==> config.mk <==
export PLATFORM = sky130hd
export DESIGN_NAME = infix_expression_evaluator_top
export DESIGN_NICKNAME = d
export VERILOG_FILES = /design/src/sv/iee_pkg.sv /design/src/sv/infix_expression_evaluator_top.sv /design/src/sv/iee_muldiv.sv
export SDC_FILE = /design/constraint.sdc
export NUM_CORES = 1
export LEC_CHECK = 0
export BUFFER_PORTS_ARGS = -buffer_cell sky130_fd_sc_hd__buf_2
export CORE_MARGIN = 4
export CORE_UTILIZATION = 30
export CTS_BUF_LIST = sky130_fd_sc_hd__clkbuf_16
export CTS_CLUSTER_SIZE = 16
export DETAILED_ROUTE_END_ITERATION = 8
export PLACE_DENSITY_LB_ADDON = 0.25
export SLEW_MARGIN = 5
export SYNTH_ARGS = -nofsm -noshare
export SYNTH_HDL_FRONTEND = slang
export SYNTH_SLANG_ARGS = --single-unit
==> constraint.sdc <==
create_clock -name clk -period 10.3 [get_ports clk]
set_clock_uncertainty 0.1 [all_clocks]
set_input_delay 1.03 -clock clk [delete_from_list [all_inputs] [get_ports clk]]
set_output_delay 1.03 -clock clk [all_outputs]
set_load 0.03 [all_outputs]
==> src/sv/iee_pkg.sv <==
// Shared types and constants for the infix expression evaluator.
// Used by iee_muldiv and infix_expression_evaluator_top; no dependencies.
`default_nettype none

package iee_pkg;

	localparam int VALUE_WIDTH = 32;
	localparam int OUT_W       = 32;
	localparam int CNT_W       = $clog2(VALUE_WIDTH + 1);

	typedef logic [VALUE_WIDTH-1:0] val_t;
	typedef logic [CNT_W-1:0]       cnt_t;

	// character codes
	localparam logic [7:0] CH_0     = 8'h30;
	localparam logic [7:0] CH_9     = 8'h39;
	localparam logic [7:0] CH_PLUS  = 8'h2B;
	localparam logic [7:0] CH_MINUS = 8'h2D;
	localparam logic [7:0] CH_MUL   = 8'h2A;
	localparam logic [7:0] CH_DIV   = 8'h2F;
	localparam logic [7:0] CH_EQ    = 8'h3D;

	// pending term operator
	localparam logic [1:0] OP_NONE = 2'd0;
	localparam logic [1:0] OP_MUL  = 2'd1;
	localparam logic [1:0] OP_DIV  = 2'd2;

	typedef struct packed {
		logic start;
		logic is_div;
	} md_req_t;

	typedef struct packed {
		logic done;
		logic div_zero;
	} md_rsp_t;

endpackage

`default_nettype wire

==> src/sv/infix_expression_evaluator_top.sv <==
// Top level of the infix expression evaluator: character decode, term/sum
// sequencer and result register. Depends on iee_pkg and iee_muldiv.
//
// channel | dir | fields
// s_*     | in  | s_tdata[7:0] = char_code
// m_*     | out | m_tdata[31:0] = value, m_tuser[0] = divide_by_zero
//
// Digits and ignored characters are taken in the idle state. An operator or
// '=' with no pending * or / goes through the finish state, '=' then through
// the emit state to load the result word; closing a * or / waits on the
// iee_muldiv shift-add / restoring-divide loop, which a zero divisor skips.
// s_tready is low while a character is being closed. Reset clears control
// state, not m_tdata; a word waiting on m_tready stalls only the next '='.
`default_nettype none

module infix_expression_evaluator_top
	import iee_pkg::*;
(
	input  wire logic        clk,
	input  wire logic        arst_n,
	input  wire logic        s_tvalid,
	output logic             s_tready,
	input  wire logic [7:0]  s_tdata,   // [7:0] char_code
	output logic             m_tvalid,
	input  wire logic        m_tready,
	output logic [OUT_W-1:0] m_tdata,   // [31:0] value
	output logic [0:0]       m_tuser    // [0] divide_by_zero
);

	localparam logic [1:0] ST_IDLE = 2'd0;
	localparam logic [1:0] ST_WAIT = 2'd1;
	localparam logic [1:0] ST_FIN  = 2'd2;
	localparam logic [1:0] ST_EMIT = 2'd3;

	localparam logic [2:0] ACT_MUL = 3'd0;
	localparam logic [2:0] ACT_DIV = 3'd1;
	localparam logic [2:0] ACT_ADD = 3'd2;
	localparam logic [2:0] ACT_SUB = 3'd3;
	localparam logic [2:0] ACT_EQ  = 3'd4;

	logic [1:0] state_q;
	logic [2:0] act_q;
	val_t       number_q;
	val_t       term_q;
	val_t       sum_q;
	logic [1:0] pend_op_q;
	logic       sign_q;
	logic       zdiv_q;
	logic       m_tvalid_q;
	logic [OUT_W-1:0] m_tdata_q;
	logic       m_tuser_q;

	logic       accept;
	logic       is_digit;
	logic       is_op;
	logic [2:0] act_d;
	logic       pend_md;
	logic       emit;
	val_t       sum_next;
	val_t       num_next;
	md_req_t    md_req;
	md_rsp_t    md_rsp;
	val_t       md_result;

	assign s_tready = (state_q == ST_IDLE);
	assign accept   = s_tvalid && s_tready;
	assign is_digit = (s_tdata >= CH_0) && (s_tdata <= CH_9);
	assign pend_md  = (pend_op_q == OP_MUL) || (pend_op_q == OP_DIV);

	always_comb begin
		is_op = 1'b1;
		act_d = ACT_EQ;
		unique case (s_tdata)
			CH_MUL:   act_d = ACT_MUL;
			CH_DIV:   act_d = ACT_DIV;
			CH_PLUS:  act_d = ACT_ADD;
			CH_MINUS: act_d = ACT_SUB;
			CH_EQ:    act_d = ACT_EQ;
			default:  is_op = 1'b0;
		endcase
	end

	assign num_next = (number_q << 3) + (number_q << 1) + val_t'(s_tdata - CH_0);
	assign sum_next = sign_q ? sum_q - term_q : sum_q + term_q;
	assign emit     = (state_q == ST_EMIT) && (!m_tvalid_q || m_tready);

	assign md_req.start  = accept && is_op && pend_md;
	assign md_req.is_div = (pend_op_q == OP_DIV);

	iee_muldiv u_muldiv (
		.clk    (clk),
		.arst_n (arst_n),
		.req    (md_req),
		.opa    (term_q),
		.opb    (number_q),
		.rsp    (md_rsp),
		.result (md_result)
	);

	always_ff @(posedge clk or negedge arst_n) begin
		if (!arst_n) begin
			state_q    <= ST_IDLE;
			act_q      <= ACT_EQ;
			number_q   <= '0;
			term_q     <= '0;
			sum_q      <= '0;
			pend_op_q  <= OP_NONE;
			sign_q     <= 1'b0;
			zdiv_q     <= 1'b0;
			m_tvalid_q <= 1'b0;
		end else begin
			if (emit) begin
				m_tvalid_q <= 1'b1;
			end else if (m_tready) begin
				m_tvalid_q <= 1'b0;
			end
			unique case (state_q)
				ST_IDLE: begin
					if (accept && is_digit) begin
						number_q <= num_next;
					end else if (accept && is_op) begin
						act_q <= act_d;
						if (pend_md) begin
							state_q <= ST_WAIT;
						end else begin
							// no pending * or /: the number is the term
							term_q   <= number_q;
							number_q <= '0;
							state_q  <= ST_FIN;
						end
					end
				end
				ST_WAIT: begin
					if (md_rsp.done) begin
						term_q   <= md_result;
						number_q <= '0;
						zdiv_q   <= zdiv_q | md_rsp.div_zero;
						state_q  <= ST_FIN;
					end
				end
				ST_FIN: begin
					case (act_q)
						ACT_MUL: begin
							pend_op_q <= OP_MUL;
							state_q   <= ST_IDLE;
						end
						ACT_DIV: begin
							pend_op_q <= OP_DIV;
							state_q   <= ST_IDLE;
						end
						ACT_ADD, ACT_SUB: begin
							sum_q     <= sum_next;
							term_q    <= '0;
							pend_op_q <= OP_NONE;
							sign_q    <= (act_q == ACT_SUB);
							state_q   <= ST_IDLE;
						end
						default: begin
							sum_q   <= sum_next;
							term_q  <= '0;
							state_q <= ST_EMIT;
						end
					endcase
				end
				ST_EMIT: begin
					if (emit) begin
						// clear the expression once the word is loaded
						number_q  <= '0;
						term_q    <= '0;
						sum_q     <= '0;
						pend_op_q <= OP_NONE;
						sign_q    <= 1'b0;
						zdiv_q    <= 1'b0;
						state_q   <= ST_IDLE;
					end
				end
				default: begin
					state_q <= ST_IDLE;
				end
			endcase
		end
	end

	always_ff @(posedge clk) begin
		if (emit) begin
			m_tdata_q <= zdiv_q ? '0 : OUT_W'(sum_q);
			m_tuser_q <= zdiv_q;
		end
	end

	assign m_tvalid   = m_tvalid_q;
	assign m_tdata    = m_tdata_q;
	assign m_tuser[0] = m_tuser_q;

	a_dz_value: assert property (@(posedge clk) disable iff (!arst_n)
		m_tvalid && m_tuser[0] |-> m_tdata == '0)
		else $error("divide by zero word carries a value");

	a_wait_pending: assert property (@(posedge clk) disable iff (!arst_n)
		state_q == ST_WAIT |-> pend_op_q == OP_MUL || pend_op_q == OP_DIV)
		else $error("waiting on muldiv with no pending operator");

	a_emit_after_fin: assert property (@(posedge clk) disable iff (!arst_n)
		$rose(state_q == ST_EMIT) |-> $past(state_q == ST_FIN && act_q == ACT_EQ))
		else $error("result load entered without a closing '='");

endmodule

`default_nettype wire

==> src/sv/iee_muldiv.sv <==
// Iterative multiply / signed divide unit built around one shared adder.
// Depends on iee_pkg.
`default_nettype none

module iee_muldiv
	import iee_pkg::*;
(
	input  wire logic    clk,
	input  wire logic    arst_n,
	input  wire md_req_t req,
	input  wire val_t    opa,
	input  wire val_t    opb,
	output md_rsp_t      rsp,
	output val_t         result
);

	localparam logic [1:0] MD_IDLE = 2'd0;
	localparam logic [1:0] MD_RUN  = 2'd1;
	localparam logic [1:0] MD_FIX  = 2'd2;

	logic [1:0] state_q;
	cnt_t       cnt_q;
	logic       is_div_q;
	logic       neg_q;
	logic       done_q;
	logic       dz_q;
	val_t       acc_q;   // product or partial remainder
	val_t       sh_q;    // multiplicand or dividend/quotient
	val_t       opb_q;   // multiplier or divisor magnitude
	val_t       res_q;

	val_t mag_a;
	val_t mag_b;
	logic [VALUE_WIDTH:0] rem_sh;
	logic [VALUE_WIDTH:0] add_x;
	logic [VALUE_WIDTH:0] add_y;
	logic                 add_cin;
	logic [VALUE_WIDTH:0] add_s;

	assign mag_a  = opa[VALUE_WIDTH-1] ? (~opa) + val_t'(1) : opa;
	assign mag_b  = opb[VALUE_WIDTH-1] ? (~opb) + val_t'(1) : opb;
	assign rem_sh = {acc_q, sh_q[VALUE_WIDTH-1]};

	// shared adder: accumulate, trial subtract or final negate
	always_comb begin
		add_x   = {1'b0, acc_q};
		add_y   = {1'b0, sh_q};
		add_cin = 1'b0;
		if (state_q == MD_FIX) begin
			add_x   = '0;
			add_y   = ~{1'b0, sh_q};
			add_cin = 1'b1;
		end else if (is_div_q) begin
			add_x   = rem_sh;
			add_y   = ~{1'b0, opb_q};
			add_cin = 1'b1;
		end
	end

	assign add_s = add_x + add_y + {{VALUE_WIDTH{1'b0}}, add_cin};

	always_ff @(posedge clk or negedge arst_n) begin
		if (!arst_n) begin
			state_q  <= MD_IDLE;
			cnt_q    <= '0;
			is_div_q <= 1'b0;
			neg_q    <= 1'b0;
			done_q   <= 1'b0;
			dz_q     <= 1'b0;
		end else begin
			done_q <= 1'b0;
			unique case (state_q)
				MD_IDLE: begin
					if (req.start) begin
						is_div_q <= req.is_div;
						neg_q    <= opa[VALUE_WIDTH-1] ^ opb[VALUE_WIDTH-1];
						if (req.is_div && mag_b == '0) begin
							done_q <= 1'b1;
							dz_q   <= 1'b1;
						end else begin
							dz_q    <= 1'b0;
							cnt_q   <= cnt_t'(VALUE_WIDTH);
							state_q <= MD_RUN;
						end
					end
				end
				MD_RUN: begin
					cnt_q <= cnt_q - cnt_t'(1);
					if (cnt_q == cnt_t'(1)) begin
						state_q <= MD_FIX;
					end
				end
				MD_FIX: begin
					done_q  <= 1'b1;
					state_q <= MD_IDLE;
				end
				default: begin
					state_q <= MD_IDLE;
				end
			endcase
		end
	end

	always_ff @(posedge clk) begin
		if (state_q == MD_IDLE && req.start) begin
			acc_q <= '0;
			sh_q  <= req.is_div ? mag_a : opa;
			opb_q <= req.is_div ? mag_b : opb;
			if (req.is_div && mag_b == '0) begin
				res_q <= '0;
			end
		end else if (state_q == MD_RUN) begin
			if (is_div_q) begin
				// restoring step: keep the difference when it did not borrow
				if (!add_s[VALUE_WIDTH]) begin
					acc_q <= add_s[VALUE_WIDTH-1:0];
					sh_q  <= {sh_q[VALUE_WIDTH-2:0], 1'b1};
				end else begin
					acc_q <= rem_sh[VALUE_WIDTH-1:0];
					sh_q  <= {sh_q[VALUE_WIDTH-2:0], 1'b0};
				end
			end else begin
				if (opb_q[0]) begin
					acc_q <= add_s[VALUE_WIDTH-1:0];
				end
				sh_q  <= {sh_q[VALUE_WIDTH-2:0], 1'b0};
				opb_q <= {1'b0, opb_q[VALUE_WIDTH-1:1]};
			end
		end else if (state_q == MD_FIX) begin
			if (is_div_q) begin
				res_q <= neg_q ? add_s[VALUE_WIDTH-1:0] : sh_q;
			end else begin
				res_q <= acc_q;
			end
		end
	end

	assign rsp.done     = done_q;
	assign rsp.div_zero = dz_q;
	assign result       = res_q;

	a_start_idle: assert property (@(posedge clk) disable iff (!arst_n)
		req.start |-> state_q == MD_IDLE)
		else $error("muldiv started while busy");

	a_run_count: assert property (@(posedge clk) disable iff (!arst_n)
		state_q == MD_RUN |-> cnt_q != '0)
		else $error("muldiv running with exhausted count");

	a_dz_zero: assert property (@(posedge clk) disable iff (!arst_n)
		rsp.done && rsp.div_zero |-> result == '0)
		else $error("zero divisor gave nonzero quotient");

endmodule

`default_nettype wire
==> results_dict.tcl <==
set metrics [dict create \
    setup_viol 0 \
    antenna_left 0 \
    worstMarginPinSlew_ps 1200 \
    grtUsageTotal_pct 15.6 \
    synth_enable_flop_cells 129 \
    outcome "completed" \
    max-slew-margin-rel_pct 19.5 \
    setup_tns_ps 0 \
    ir_drop_uv 127 \
    synthCells 2371 \
    cap_viol_max_count 0 \
    grt_pass1_vias 16600 \
    fp.dieH_um 271 \
    io_buffers 46 \
    power.density_mw_per_mm2 306 \
    totalWireLength_um 58200 \
    drive_gt1_share_pct 7.28 \
    cts_num_sinks 279 \
    regArea_sq_mm 0.00747 \
    ctsHoldBuffers 0 \
    area_delta_synth_final_pct 9.93 \
    fin_crit_ps 5840 \
    synthFlopType "edfxtp_1" \
    synth_nets 2516 \
    syn-cell-area_sq_mm 0.0207 \
    die_w_um 271 \
    crit_fanout 64 \
    yosys-top-cells-area "edfxtp_1 19%, dfrtp_1 14%, nand2_1 6.2%" \
    nFillCells 6944 \
    startpoint "u_muldiv.is_div_q" \
    hpwl_um 43200 \
    hold_class "register to register" \
    p_leak_nw 9.02 \
    synthArstFlopShare_pct 42.3 \
    rows 95 \
    power_mw 6.96 \
    dr.pass1.iters 6 \
    rr_startpoint "u_muldiv.is_div_q" \
    hp-start "sum_q[0]" \
    syn_area_per_cell_sq_um 8.72 \
    fmax_mhz 171 \
    vias 17100 \
    slew_violations 0 \
    worst_skew_pair.late_latency_ps 550 \
    numCtsBuffers 35 \
    finalHoldViolCount 0 \
    grt_first_pass_wirelength_um 93900 \
    ios 47 \
    grt_start_max_net_pins 76 \
    vias_per_cell 5.32 \
    cts_tree "yes" \
    r2r_slack_ps 4460 \
    cts_resized 0 \
    rsz0062_at_grt "false" \
    drcViolationCount 0 \
    start_kind "register" \
    grt_overflow 0 \
    clk_path_buf_depth 3 \
    period_share_pct 56.7 \
    place.gp.congestion 0.886 \
    drt_iter0_drc 1310 \
    antenna_cells 0 \
    synth_largest_area_cell "edfxtp_1" \
    grt_antenna_before_repair 0 \
    multi_input_area_sq_mm 0.0125 \
    yosys_warnings 0 \
    synth_top_cell_area_share_pct 18.7 \
    critPathRequiredTime_ps 10660 \
    final_net_count 2468 \
    htree_levels 2 \
    wl_per_cell_um 18.1 \
    ys_types 85 \
    worst_ep_arrival_time_ps 6200 \
    initial_utilization_pct 30.5 \
    ys_ff_latch 279 \
    clk_pin_slew_worst_paths_ps 60 \
    cts_setup_buffers 0 \
    die_area_sq_mm 0.0732 \
    cp-end-kind "register" \
    crit_type "register to register" \
    cts_root_buffer "clkbuf_16" \
    core-area_sq_mm 0.0678 \
    synth.yosys.seq_area_share_pct 36.1 \
]
==> per-stage QoR <==
step / hold WS (ps) / worst slack [ps] / util [%] / instance area, sq um / std cells
2_1_floorplan: 348 / 3720 / - / 20700 / 2371
3_3_place_gp: 364 / 4680 / 31.9 / 21600 / 3159
3_5_place_dp: 375 / 4570 / 31.9 / 21600 / 3159
4_1_cts: 387 / 4550 / 33.5 / 22700 / 3222
5_1_grt: 409 / 4090 / 33.5 / 22700 / 3222
6_report: 385 / 4460 / 33.5 / 22700 / 3222
==> cells by family (layout without fill, tap and decap cells) <==
logic type                 after synthesis  after routing  share of synthesized area, %
AOI/OAI and AO/OA                      684            684                          20.2
muxes                                  104            104                          5.08
buffers and inverters                  197            175                          3.72
DFF                                    279            279                          36.1
and+or+nand+nor                        794            794                          18.0
adders and majority gates              133            133                          9.21
xor gates and xnor gates               180            180                          7.63
==> critical path, cell delays in order, from the launching register on <==
cell      delay (ps)
dfrtp_4          780
buf_4            560
buf_4            650
nand2_1          130
o211ai_1         110
o21ai_0          110
ha_1             410
and3_1           240
a221o_1          320
a21oi_1          360
o21ai_0          160
nor2b_1          150
a31o_2           210
o22ai_1          360
mux2_2           680
a21oi_1          150
a21oi_1          190
==> placed cells by master, fill, tap and decap left out, drive strengths merged, types with 37 or more instances in the layout <==
master	instances
xnor2	130
edfxtp	129
a31oi	46
ha	101
nand3	37
xor2	50
nand2	345
nor3	51
a21o	42
nor2	187
mux2i	96
o31ai	39
inv	50
a21oi	131
o211ai	43
o21ai	260
nor2b	49
dfrtp	117
buf	69
==> synthesized netlist by cell type (4+ instances only) <==
cell       instances
nand2_1          344
o21ai_0          257
nor2_1           185
clkbuf_1         134
a21oi_1          131
xnor2_1          130
edfxtp_1         129
dfrtp_1          117
ha_1             101
mux2i_1           96
xor2_1            50
nor2b_1           49
nor3_1            47
a31oi_1           46
inv_1             43
o211ai_1          43
a21o_1            42
o31ai_1           38
nand3_1           34
dfxtp_1           32
fa_1              32
nand2b_1          29
a211oi_1          27
and3_1            21
o21a_1            16
nor3b_1           14
o21bai_1          14
or3_1             14
buf_1             10
nand4_1            8
o22ai_1            8
a22o_1             7
and2_1             7
a2111oi_0          6
buf_2              6
mux2_2             5
o311ai_0           5
a31o_2             4
a32o_1             4
a41oi_1            4
nor3_2             4
or4_4              4
==> area by class of cell <==
| cell class | count | share of cell area [%] |
|---|---|---|
| well taps | 873 | 4.81 |
| multi-input cells | 1895 | 55.0 |
| flip-flops and latches | 279 | 32.9 |
| clock buffers | 35 | 3.85 |
| repair buffers | 69 | 1.78 |
| clock inverters | 28 | 0.980 |
| inverters | 43 | 0.710 |
==> power breakdown <==
group | internal [mW] | switching, mW
logic | 1.52 | 2.28
registers | 1.54 | 0.416
clock network | 0.696 | 0.499
==> metal layers <==
| metal | routed length [um] | global-route usage, % | share of wire [%] |
|---|---|---|---|
| met1 | 28800 | 23.0 | 49 |
| met3 | 2900 | 2.01 | 5.0 |
| met2 | 25200 | 24.2 | 43 |
| met5 | 0 | 0 | 0 |
| met4 | 1340 | 4.10 | 2.3 |
==> final timing paths <==
check | to | cells past startpoint
worst max register to register | u_muldiv.acc_q[18] | 16
max in group asynchronous | u_muldiv.is_div_q | 2
worst min-delay path | sum_q[0] | 2
worst min register to register | sum_q[0] | 2
min in group asynchronous | sum_q[7] | 1
worst max-delay path | u_muldiv.acc_q[18] | 16
==> flip-flops by register name (all words and copies together) (netlist names) <==
| signal | count |
|---|---|
| u_muldiv.acc_q | 32 |
| sum_q | 32 |
| u_muldiv.is_div_q | 1 |
| m_tuser | 1 |
| u_muldiv.neg_q | 1 |
| u_muldiv.dz_q | 1 |
| number_q | 32 |
| m_tvalid | 1 |
| sign_q | 1 |
| zdiv_q | 1 |
| act_q | 3 |
| u_muldiv.opb_q | 32 |
| u_muldiv.result | 32 |
| u_muldiv.state_q | 2 |
| m_tdata | 32 |
| u_muldiv.cnt_q | 6 |
| term_q | 32 |
| pend_op_q | 2 |
| u_muldiv.done_q | 1 |
| u_muldiv.sh_q | 32 |
| state_q | 2 |
No activity file was read; power rests on OpenSTA's default activity.
